### src/sv/cmc_pkg.sv
// Package with the mode codes, register indexes and beat layouts of the charger mode controller.
`timescale 1ns / 1ps

package cmc_pkg;

	// Charger operating modes, as carried on the result beat.
	typedef enum logic [2:0] {
		MODE_IDLE    = 3'd0,
		MODE_CRG_INT = 3'd1,
		MODE_CRG_EXT = 3'd2,
		MODE_JUMP    = 3'd3,
		MODE_CRG_ERR = 3'd4,
		MODE_ERROR   = 3'd5
	} mode_t;

	// Configuration register indexes.
	typedef enum logic [2:0] {
		REG_INT_BAT_LOW  = 3'd0,
		REG_REV_POLARITY = 3'd1,
		REG_BAT_DETECT   = 3'd2,
		REG_EXT_FULL     = 3'd3,
		REG_TEMP_LIMIT   = 3'd4,
		REG_TEMP_RECOVER = 3'd5
	} reg_idx_t;

	localparam int MV_W      = 16;
	localparam int TEMP_W    = 8;
	localparam int CFG_W     = 16;
	localparam int S_TDATA_W = 48;
	localparam int M_TDATA_W = 8;

	// Register reset values.
	localparam logic [MV_W-1:0]          INT_BAT_LOW_RST  = 16'd11500;
	localparam logic [MV_W-1:0]          REV_POLARITY_RST = 16'd16000;
	localparam logic [MV_W-1:0]          BAT_DETECT_RST   = 16'd3000;
	localparam logic [MV_W-1:0]          EXT_FULL_RST     = 16'd14400;
	localparam logic signed [TEMP_W-1:0] TEMP_LIMIT_RST   = 8'sd60;
	localparam logic signed [TEMP_W-1:0] TEMP_RECOVER_RST = 8'sd50;

	// One measurement tick as held in the input register.
	typedef struct packed {
		logic                     jump_pin;
		logic                     dc_present;
		logic signed [TEMP_W-1:0] temp_c;
		logic [MV_W-1:0]          ext_mv;
		logic [MV_W-1:0]          int_bat_mv;
	} tick_t;

endpackage

### src/sv/charger_mode_controller.sv
// Top level of the charger mode controller: input register, mode update and result register.
`timescale 1ns / 1ps
// A tick accepted into the input register has its mode loaded into the result register when
// it advances, which a stalled result beat can hold off; m_tdata then carries that mode.
// Throughput: one tick per cycle while m_tready holds high; the mode register is updated in the
// same cycle that a tick moves from the input register to the result register.
// Reset (arst_n low): mode returns to idle, both stages empty, thresholds reload
// their default values.

module charger_mode_controller (
	input  logic                          clk,
	input  logic                          arst_n,
	// measurement ticks
	input  logic                          s_tvalid,
	output logic                          s_tready,
	// [15:0] int_bat_mv, [31:16] ext_mv, [39:32] temp_c, [40] dc_present,
	// [41] jump_pin, [47:42] zero
	input  logic [cmc_pkg::S_TDATA_W-1:0] s_tdata,
	// new mode per tick
	output logic                          m_tvalid,
	input  logic                          m_tready,
	// [2:0] mode, [7:3] zero
	output logic [cmc_pkg::M_TDATA_W-1:0] m_tdata,
	// configuration writes
	input  logic                          cfg_we,
	input  logic [2:0]                    cfg_index,
	input  logic [cmc_pkg::CFG_W-1:0]     cfg_wdata
);

	import cmc_pkg::*;

	// Threshold registers.
	logic [MV_W-1:0]          int_bat_low_q;
	logic [MV_W-1:0]          rev_polarity_q;
	logic [MV_W-1:0]          bat_detect_q;
	logic [MV_W-1:0]          ext_full_q;
	logic signed [TEMP_W-1:0] temp_limit_q;
	logic signed [TEMP_W-1:0] temp_recover_q;

	// Stage 1: input register. Stage 2: result register.
	tick_t tick_s1;
	logic  valid_s1;
	mode_t mode_s2;
	logic  valid_s2;

	// Mode carried from tick to tick.
	mode_t mode_q;
	mode_t mode_d;

	logic advance_s1;
	logic load_s2;

	// Compare results for the tick in stage 1.
	logic temp_ok;
	logic temp_hot;
	logic no_rp;
	logic rp_over;
	logic rp_reach;
	logic ext_det;
	logic ext_gone;
	logic ext_low;
	logic ext_full;
	logic ib_low;
	logic ib_high;
	logic jump_req;
	logic recover_ok;

	// ------------------------------------------------------------------
	// Configuration: take a write whenever enabled; unknown indexes drop.
	// ------------------------------------------------------------------
	always_ff @(posedge clk or negedge arst_n) begin
		if (!arst_n) begin
			int_bat_low_q  <= INT_BAT_LOW_RST;
			rev_polarity_q <= REV_POLARITY_RST;
			bat_detect_q   <= BAT_DETECT_RST;
			ext_full_q     <= EXT_FULL_RST;
			temp_limit_q   <= TEMP_LIMIT_RST;
			temp_recover_q <= TEMP_RECOVER_RST;
		end else if (cfg_we) begin
			unique case (cfg_index)
				REG_INT_BAT_LOW:  int_bat_low_q  <= cfg_wdata;
				REG_REV_POLARITY: rev_polarity_q <= cfg_wdata;
				REG_BAT_DETECT:   bat_detect_q   <= cfg_wdata;
				REG_EXT_FULL:     ext_full_q     <= cfg_wdata;
				REG_TEMP_LIMIT:   temp_limit_q   <= cfg_wdata[TEMP_W-1:0];
				REG_TEMP_RECOVER: temp_recover_q <= cfg_wdata[TEMP_W-1:0];
				default: ;
			endcase
		end
	end

	// ------------------------------------------------------------------
	// Handshake: stage 2 frees when empty or its beat is taken; stage 1
	// advances into it, and the input side takes a beat whenever stage 1
	// is empty or advancing.
	// ------------------------------------------------------------------
	assign load_s2    = !valid_s2 || m_tready;
	assign advance_s1 = valid_s1 && load_s2;
	assign s_tready   = !valid_s1 || load_s2;

	always_ff @(posedge clk or negedge arst_n) begin
		if (!arst_n) begin
			valid_s1 <= 1'b0;
		end else if (s_tready) begin
			valid_s1 <= s_tvalid;
		end
	end

	// Payload holds while stage 1 is stalled.
	always_ff @(posedge clk) begin
		if (s_tvalid && s_tready) begin
			tick_s1 <= tick_t'(s_tdata[$bits(tick_t)-1:0]);
		end
	end

	// ------------------------------------------------------------------
	// Compares on the held tick.
	// ------------------------------------------------------------------
	assign temp_ok    = tick_s1.temp_c < temp_limit_q;
	assign temp_hot   = tick_s1.temp_c > temp_limit_q;
	assign recover_ok = tick_s1.temp_c < temp_recover_q;
	assign no_rp      = tick_s1.ext_mv <= rev_polarity_q;
	assign rp_over    = tick_s1.ext_mv > rev_polarity_q;
	assign rp_reach   = tick_s1.ext_mv >= rev_polarity_q;
	assign ext_det    = tick_s1.ext_mv >= bat_detect_q;
	assign ext_gone   = tick_s1.ext_mv <= bat_detect_q;
	assign ext_low    = tick_s1.ext_mv < bat_detect_q;
	assign ext_full   = tick_s1.ext_mv > ext_full_q;
	assign ib_low     = tick_s1.int_bat_mv < int_bat_low_q;
	assign ib_high    = tick_s1.int_bat_mv > int_bat_low_q;
	assign jump_req   = !tick_s1.jump_pin;

	// ------------------------------------------------------------------
	// Mode update. A temperature at or above the limit forces error first; the error rules
	// then run in the same tick, so a recover threshold above the limit
	// can clear it at once.
	// ------------------------------------------------------------------
	always_ff @(posedge clk or negedge arst_n) begin
		if (!arst_n) begin
			mode_q <= MODE_IDLE;
		end else if (advance_s1) begin
			mode_q <= mode_d;
		end
	end

	always_comb begin
		mode_t m;
		m      = temp_ok ? mode_q : MODE_ERROR;
		mode_d = m;
		unique case (m)
			MODE_IDLE: begin
				if (tick_s1.dc_present && ib_low && no_rp && temp_ok) begin
					mode_d = MODE_CRG_INT;
				end else if (tick_s1.dc_present && ib_high && ext_det && no_rp
						&& !jump_req && temp_ok) begin
					mode_d = MODE_CRG_EXT;
				end else if (ib_high && ext_det && no_rp && jump_req && temp_ok) begin
					mode_d = MODE_JUMP;
				end else if (rp_reach || temp_hot) begin
					mode_d = MODE_ERROR;
				end
			end
			MODE_CRG_INT: begin
				if (!tick_s1.dc_present || !temp_ok) begin
					mode_d = MODE_ERROR;
				end else if (ib_high) begin
					mode_d = MODE_IDLE;
				end
			end
			MODE_CRG_EXT: begin
				if (temp_hot) begin
					mode_d = MODE_ERROR;
				end else if (!tick_s1.dc_present) begin
					mode_d = MODE_CRG_ERR;
				end else if (ext_full) begin
					mode_d = MODE_IDLE;
				end
			end
			MODE_JUMP: begin
				if (rp_over || !temp_ok) begin
					mode_d = MODE_ERROR;
				end else if (ib_low || ext_low) begin
					mode_d = MODE_IDLE;
				end
			end
			MODE_CRG_ERR: begin
				if (tick_s1.dc_present || ext_gone) begin
					mode_d = MODE_IDLE;
				end
			end
			MODE_ERROR: begin
				if (!rp_reach && recover_ok) begin
					mode_d = MODE_IDLE;
				end
			end
			default: mode_d = MODE_IDLE;
		endcase
	end

	// ------------------------------------------------------------------
	// Result register.
	// ------------------------------------------------------------------
	always_ff @(posedge clk or negedge arst_n) begin
		if (!arst_n) begin
			valid_s2 <= 1'b0;
		end else if (load_s2) begin
			valid_s2 <= valid_s1;
		end
	end

	always_ff @(posedge clk) begin
		if (advance_s1) begin
			mode_s2 <= mode_d;
		end
	end

	assign m_tvalid = valid_s2;
	assign m_tdata  = {{(M_TDATA_W-$bits(mode_t)){1'b0}}, mode_s2};

endmodule

### config.mk
export PLATFORM = sky130hd
export DESIGN_NAME = charger_mode_controller
export DESIGN_NICKNAME = d
export VERILOG_FILES = /design/src/sv/cmc_pkg.sv /design/src/sv/charger_mode_controller.sv
export SDC_FILE = /design/constraint.sdc
export NUM_CORES = 1
export LEC_CHECK = 0
export BUFFER_PORTS_ARGS = -buffer_cell sky130_fd_sc_hd__buf_2
export CAP_MARGIN = 20
export CORE_MARGIN = 5
export CORE_UTILIZATION = 63
export CTS_BUF_LIST = sky130_fd_sc_hd__clkbuf_16
export DETAILED_ROUTE_END_ITERATION = 12
export GPL_TIMING_DRIVEN = 0
export MAX_ROUTING_LAYER = met4
export PLACE_DENSITY = 0.85
export SYNTH_ARGS = -nofsm -noshare
export SYNTH_HDL_FRONTEND = slang
export SYNTH_SLANG_ARGS = --single-unit
### constraint.sdc
create_clock -name clk -period 4.3 [get_ports clk]
set_input_delay 0.645 -clock clk [delete_from_list [all_inputs] [get_ports clk]]
set_output_delay 0.645 -clock clk [all_outputs]
set_load 0.02 [all_outputs]
Word level (Yosys, flattened, before mapping)
Index checks and enable logic that the tools add are counted.
{ "classes": {"eq_ne": 10, "mux": 15, "reduce_logical": 36, "magnitude_cmp": 12} }
{ "op_table": {"columns": ["op", "n"], "rows": [
  ["> comparator 16 bit", 3],
  ["two-way mux 3 bit", 14],
  ["greater-or-equal comparator 16 bit", 2],
  ["<= comparator 16 bit", 2],
  ["less-than comparator 16 bit", 2],
  ["one-hot mux 3 bit (6 select lines)", 1],
  ["less-than comparator 8 bit", 2],
  ["logical AND 1 bit", 15],
  ["equality test 3 x 2 -> 1 bit, second input constant", 4],
  ["equality test 3 bit, second input constant", 4],
  ["AND reduction 2 bit", 6],
  ["> comparator 8 bit", 1],
  ["logical OR 1 bit", 7],
  ["equality test 3 x 1 -> 1 bit, second input constant", 2],
  ["zero test 1 bit", 6],
  ["zero test 3 bit", 2]
]} }
{ "word_totals": {"wordCells": 88, "input_bits": 72, "register_bits": 130, "out_inout_bits": 10} }

Depth between registers and ports, before layout
Gate-level depths: netlist (run 1).
{ "depth": {"depth_word": 9, "mapped_depth": 9, "ltp_nobuf": 9} }

Worst setup path after synthesis (run 1)
No wires, ideal clock.
{ "synth_timing": {"kind": "reg2reg", "from": "register bat_detect_q[11]", "to": "register mode_s2[0] (data pin)", "stages_incl_launch_ff": 10, "setup_ps": 266, "synth_period_minus_slack_ps": 2596, "setup_slack_ps": 1704, "n_path_buf": 0, "required_time_ps": 4034, "arrival_ps": 2330, "path_cell_list": "dfstp_2 inv_1 ha_1 nand4_1 or4_4 a31oi_4 o311ai_2 a211o_1 a211oi_2 nand3_1"} }
{ "synth_between": {"elab_chain_len": 9, "elab_cells_between_ends": 20, "cone_classes": "3 x order compare; 7 x mux; 10 x reduce/logical"} }
{ "synth_lines": {"columns": ["element", "line_no", "text"], "rows": [
  ["from (decl)", "charger_mode_controller.sv:35", "logic [MV_W-1:0] bat_detect_q;"],
  ["from (signal assigned)", "charger_mode_controller.sv:83", "REG_BAT_DETECT: bat_detect_q <= cfg_wdata;"],
  ["greater-or-equal comparator 16 bit", "charger_mode_controller.sv:125", "assign ext_det = tick_s1.ext_mv >= bat_detect_q;"],
  ["logical AND 1 bit (4 in series)", "charger_mode_controller.sv:157", "end else if (ib_high && ext_det && no_rp && jump_req && temp_ok) begin"],
  ["two-way mux 3 bit", "charger_mode_controller.sv:157", null],
  ["two-way mux 3 bit", "charger_mode_controller.sv:154", "end else if (tick_s1.dc_present && ib_high && ext_det && no_rp"],
  ["two-way mux 3 bit", "charger_mode_controller.sv:152", "if (tick_s1.dc_present && ib_low && no_rp && temp_ok) begin"],
  ["one-hot mux 3 bit (6 select lines) *", "charger_mode_controller.sv:150", "unique case (m)"],
  ["named net mode_d[0]", "charger_mode_controller.sv:48", "mode_t mode_d;"],
  ["to (signal assigned)", "charger_mode_controller.sv:213", "mode_s2 <= mode_d;"],
  ["to (decl)", "charger_mode_controller.sv:43", "mode_t mode_s2;"]
]} }
Mark *: on every way through the listed nets, which the timed path passes. The rest lies on a longest branch.
A chain may end at the register's enable or synchronous reset.

Final worst setup path (run 1)
{ "layout_timing": {"from": "register int_bat_low_q[13]", "to": "register mode_s2[1] (data pin)"} }
{ "layout_between": {"elab_chain_len": 9, "elab_cells_between_ends": 23, "cone_classes": "2 x order compare; 8 x mux; 13 x reduce/logical"} }
{ "layout_lines": {"columns": ["element", "line_no", "text"], "rows": [
  ["from (decl)", "charger_mode_controller.sv:33", "logic [MV_W-1:0] int_bat_low_q;"],
  ["from (signal assigned)", "charger_mode_controller.sv:81", "REG_INT_BAT_LOW: int_bat_low_q <= cfg_wdata;"],
  ["> comparator 16 bit", "charger_mode_controller.sv:130", "assign ib_high = tick_s1.int_bat_mv > int_bat_low_q;"],
  ["logical AND 1 bit (on tied branches) (3 in series)", "charger_mode_controller.sv:157, charger_mode_controller.sv:154", null],
  ["logical AND 1 bit (on tied branches)", "charger_mode_controller.sv:157, charger_mode_controller.sv:155", null],
  ["two-way mux 3 bit or logical AND 1 bit (tied branches)", "charger_mode_controller.sv:157, charger_mode_controller.sv:155", null],
  ["two-way mux 3 bit", "charger_mode_controller.sv:154", null],
  ["two-way mux 3 bit", "charger_mode_controller.sv:152", null],
  ["one-hot mux 3 bit (6 select lines) *", "charger_mode_controller.sv:150", null],
  ["named net mode_d[1]", "charger_mode_controller.sv:48", null]
]} }
Marks and branches as above.

==> results.toml, run 1 <==
[routing]
routed_via_density = 5.81
antenna_left = 0
drc = 0
via_count = 5070
first_iter_violations = 442
wirelength_um = 15700
post_drt_wl_per_cell_um = 18.0
firstDrtPassIters = 4

[global_routing]
grt_pass1_vias = 5387
gr-usage-all-layers_pct = 26.9
overflow = 0
grt_max_degree = 49
grt_pass1_wl_um = 25900
use_met1_pct = 31.7
top_usage_layer = "met2"
antenna_found_initial = 0
met2_usage_pct = 44.7
grtUsageMet3_pct = 5.87

[timing]
rsz0062_at_grt = "no"
setup_viol = 0
fin_setup_tns_ps = 0
fmax_ghz = 0.343
clock_skew_ps = 6.76
slew_headroom_pct = 33.8
period_minus_slack_ps = 2910
period_share_pct = 67.7
slew_viol_final = 0
finalHoldViolCount = 0
worstMarginPinSlew_ps = 980

[worst_setup_path]
critPathArrivalTime_ps = 3150
start_kind = "flip-flop"
r2r_slack_ps = 1390
reg2reg_depth = 9
cp_max_fo = 3
r2r-start = "int_bat_low_q[13]"
startpoint = "int_bat_low_q[13]"
worst_setup_path_end_kind = "flip-flop"
timing.rr.end = "mode_s2[1]"
crit_type = "flip-flop to flip-flop"
worstPathRequired_ps = 4530

[layout]
utilization_pct = 75.3
drive_gt1_share_pct = 24.1
areaGrowthSynthToFinish_pct = 18.5
layout_commonest_cell = "inv_1"
diodes = 0
final_cell_mix = "87 x inv_1, 79 x ha_1, 73 x nand2_1"
fin_nets = 871

[cts]
htreeDepth = 4
post_cts_buffers = 0
cts_resized = 0
cts_tree = "done"
cts-root-buf = "clkbuf_16"
clk_latency_ps = 430
clockBufferDepth = 2
numCtsBuffers = 17
path_clk_slew_ps = 60
cts_hold_buf = 0
clock_sinks = 130

[logic_synthesis]
ys_warn_count = 0
synth.distinct_cells = 56
synth_seq_cells = 130
synth_cells = 625
synth_edf_count = 45
async_flop_share_pct = 65.4
syn_area_um2 = 6830
ys_seq_area_share_pct = 51.5
avgSynthCellArea_um2 = 10.9
synthFlopType = "dfrtp_1"

[placement]
detailed_place_hpwl_um = 11600
io_buffers = 70
gp_congestion = 0.921

[worst_hold_path]
hold_path_class = "input port to asynchronous set/reset pin"

[power_and_ir_drop]
p_leak_nw = 3.65
vdd_drop_max_mv = 0.375
power_density_nw_per_um2 = 513

[run_status]
status = "finished, final reports clean"

[floorplanning]
coreArea_um2 = 10700
num_rows = 38
ios = 82
dieArea_um2 = 13000
initial_core_util_pct = 63.5
dieWidth_um = 114
die_height_um = 114

[flow_run]
maxCapViolCount = 0
==> kinds of logic after synthesis <==
kind of cell,after synthesis,synth area share (%)
AO/OA/AOI/OAI,137,12.9
adder cells (fa/ha/maj),79,14.5
multiplexers,28,4.62
AND/OR/NAND/NOR,147,10.5
buffers and inverters,103,5.94
flip-flops,130,51.5
other,1,0.0549
==> worst max-delay path, stage by stage, from the launching register on <==
cell and delay [ps]:
dfstp_2 510, inv_1 50, ha_1 300, nand4_1 160
nor4_1 420, o21ai_1 190, and3_1 270, a2111oi_4 360
a211oi_1 180, nor4_1 280
==> through the flow <==
step	std cells	cell area [um2]	setup WS [ps]	power, W	hold WS, ps
finish	873	8090	1390	0.00415	188
global route	873	8090	1060	0.00437	229
CTS	873	8090	1400	0.00416	197
detailed placement	841	7430	1430	0.00255	494
global placement	839	7370	1440	0.00248	472
floorplan	629	6840	1700	0.00226	349
==> power breakdown <==
part           leakage (nW)  internal [W]  switching [W]
Clock                 0.322       0.00106       0.000539
Sequential             1.41       0.00154      0.0000994
Combinational          1.93      0.000376       0.000531
==> registers in the layout, indices dropped and copies added (netlist names), 8 cells and up <==
| signal | count |
|---|---|
| tick_s1 | 42 |
| temp_limit_q | 8 |
| int_bat_low_q | 16 |
| bat_detect_q | 16 |
| rev_polarity_q | 16 |
| temp_recover_q | 8 |
| ext_full_q | 16 |
==> cell usage after synthesis (4+ instances only) <==
library cell	count	area [um2]
o21ai_1	5	25.0
nor2b_1	4	25.0
nor3_1	7	35.0
nand2b_1	6	37.5
buf_4	5	37.5
a31oi_1	7	43.8
clkbuf_1	12	45.0
dfrtp_1	53	1330
nor2_1	14	52.6
nand3_1	12	60.1
dfstp_2	32	841
a21oi_1	25	125
edfxtp_1	45	1350
inv_1	86	323
ha_1	79	988
a21o_1	10	75.1
nand4_1	12	75.1
o21ai_0	58	290
nand2_1	73	274
mux2_2	28	315
o21a_1	5	37.5
==> metal layers <==
layer	vias up	share of wire, %
met5	-	0
met4	0	2.4
met3	38	5.7
met2	139	51
met1	2485	41
li1	2408	-
==> how the worst max path moves through the flow <==
stage,slack (ps),end
CTS,1400,mode_s2[1]
global route,1060,mode_s2[1]
floorplan,1700,mode_s2[0]
global placement,1440,mode_s2[0]
finish,1390,mode_s2[1]
detailed placement,1430,mode_s2[0]
==> cell type report <==
class	instances	area, um2
plain buffers	17	82.6
clock buffers	18	450
clock inverters	14	210
multi-input cells	396	2920
well taps	140	175
flip-flops and latches	130	3520
fillers	735	2660
inverters	86	323
repair buffers	72	408
Power figures use the tool's default switching activity.
==> run 2, diff against run 1 <==
- ABC_AREA: default -> 1
- CORE_UTILIZATION: 63 -> 59
- PLACE_DENSITY: 0.85 -> 0.81
- clock period: 4.3 -> 2.9 ns (I/O delays scaled with it)
==> results.toml, run 2 <==
[timing]
clock_skew_ps = 8.16
rsz0062_at_grt = "no"
period_minus_slack_ps = 2470
fmax_ghz = 0.405
worstMarginPinSlew_ps = 890
slew_headroom_pct = 40.6
setup_viol = 0
slew_viol_final = 0
fin_setup_tns_ps = 0
finalHoldViolCount = 0
period_share_pct = 85.1

[global_routing]
grt_pass1_vias = 5487
antenna_found_initial = 0
grt_pass1_wl_um = 26200
grt_max_degree = 65
gr-usage-all-layers_pct = 24.2
overflow = 0

[logic_synthesis]
ys_warn_count = 0
synthFlopType = "dfrtp_1"
yosysMostFrequentCell = "nand2_1"
ys_seq_area_share_pct = 50.0
synth.area.top_cells = "edfxtp_1 19%, dfrtp_1 19%, ha_1 14%"
async_flop_share_pct = 65.4
synth_top_area_cell = "edfxtp_1"
synth_top_area_share_pct = 19.2
syn_area_um2 = 7040
synthTopCellsByCount = "189 x nand2_1, 132 x inv_1, 87 x o21ai_0"
synth_cells = 775
avgSynthCellArea_um2 = 9.09
synth.distinct_cells = 35
synth_edf_count = 45
synth_seq_cells = 130

[worst_setup_path]
start_kind = "flip-flop"
critPathSlowestCell = "dfstp_2"
worstPathRequired_ps = 3070
cp.depth = 14
path_cells = "inv_1, ha_1, nand2_1, inv_2, nand3_1, nand3_1, a21oi_1, nand2_2, nor2_2, nand2_1, a21oi_1, nor2_1, nor2_1, nand2_2"
cpPeakStageDelay_ps = 530
cp_num_buf_inv = 2
worst_setup_path_end_kind = "flip-flop"
reg2reg_depth = 14
critPathArrivalTime_ps = 2640
cp_top_family = "simple AND/OR/NAND/NOR gates"
cp_max_fo = 3
crit_type = "flip-flop to flip-flop"

[cts]
cts_tree = "done"
post_cts_buffers = 0
cts-root-buf = "clkbuf_16"
path_clk_slew_ps = 60
cts_hold_buf = 1
htreeDepth = 4
numCtsBuffers = 17
cts_resized = 0
clockBufferDepth = 2
clk_latency_ps = 420
clock_sinks = 130

[layout]
layout_commonest_cell = "nand2_1"
drive_gt1_share_pct = 19.3
areaGrowthSynthToFinish_pct = 17.8
design_area_um2 = 8300
fin_nets = 1021
final_cell_mix = "189 x nand2_1, 133 x inv_1, 87 x o21ai_0"
diodes = 0
largest_reg_flops = 42
largest-register = "tick_s1"

[run_status]
status = "finished, final reports clean"

[routing]
antenna_left = 0
firstDrtPassIters = 5
via_count = 5494
wirelength_um = 16000
post_drt_wl_per_cell_um = 15.5
drc = 0
routed_via_density = 5.33
first_iter_violations = 299

[power_and_ir_drop]
vdd_drop_max_mv = 0.570
p_leak_nw = 4.15
power_density_nw_per_um2 = 755

[floorplanning]
num_rows = 40
dieArea_um2 = 14200
initial_core_util_pct = 59.4
dieWidth_um = 119
die_height_um = 119
coreArea_um2 = 11900
ios = 82

[placement]
gp_congestion = 0.852
io_buffers = 70
detailed_place_hpwl_um = 11300
placed_cell_area_um2 = 7620

[worst_hold_path]
hold_path_depth = 1
hold_path_class = "input port to flip-flop"

[flow_run]
maxCapViolCount = 0
## run 2: cells by family after synthesis
group	Yosys count	share of synthesized area, %
compound gates	134	9.95
fa+ha+maj	79	14.0
buf+inv	156	8.63
flops	130	50.0
other cells	1	0.0532
simple gates	275	17.4
## run 2: cell type report
| cell class | instances | area (um2) |
|---|---|---|
| fill | 913 | 3570 |
| sequential | 130 | 3520 |
| multi-input combinational | 493 | 2930 |
| inverter | 136 | 510 |
| clock buffer | 17 | 425 |
| timing repair buffer | 72 | 390 |
| clock inverter | 15 | 238 |
| tap | 147 | 184 |
| buffer | 20 | 97.6 |
## run 2: power breakdown
group / switching, W / internal, W
Sequential: 0.000173 / 0.00228
Clock: 0.000798 / 0.00161
Combinational: 0.000868 / 0.000541
Total: 0.00184 / 0.00442
## run 2: stage by stage
stage	hold WS, ps	worst slack, ps	utilization, %	cells	total power [W]
final	189	433	69.9	1030	0.00626
after global routing	171	237	69.9	1030	0.00664
after CTS	172	448	69.9	1030	0.00629
after detailed placement	366	489	64.3	997	0.00385
after global placement	466	536	64.0	996	0.00378
after floorplan	139	825	-	779	0.00346
## run 2: path summary, 6_finish.rpt
check,start,end,slack [ps]
hold / removal,s_tdata[30],tick_s1[30],190
hold reg to reg,bat_detect_q[14],bat_detect_q[14],480
setup reg to reg,rev_polarity_q[11],mode_s2[0],430
setup / recovery,rev_polarity_q[11],mode_s2[0],430
max in group asynchronous,arst_n,bat_detect_q[9],1740
min in group asynchronous,arst_n,temp_recover_q[0],470
## run 2: worst reg2reg max path: cells and delay by family, from the launching register on
family,cells,cell delay [ps]
adder cells (fa/ha/maj),1,300
buffers and inverters,2,100
AND/OR/NAND/NOR,9,920
AO/OA/AOI/OAI,2,370
flip-flops,1,530
## run 2: routing by layer
layer  part of all wire (%)  vias up  GRT usage, %
li1                       -     2695             -
met1                     45     2625          30.5
met2                     48      143          38.1
met3                    4.8       31          5.51
met4                    2.2        0          9.56
met5                      0        -             -
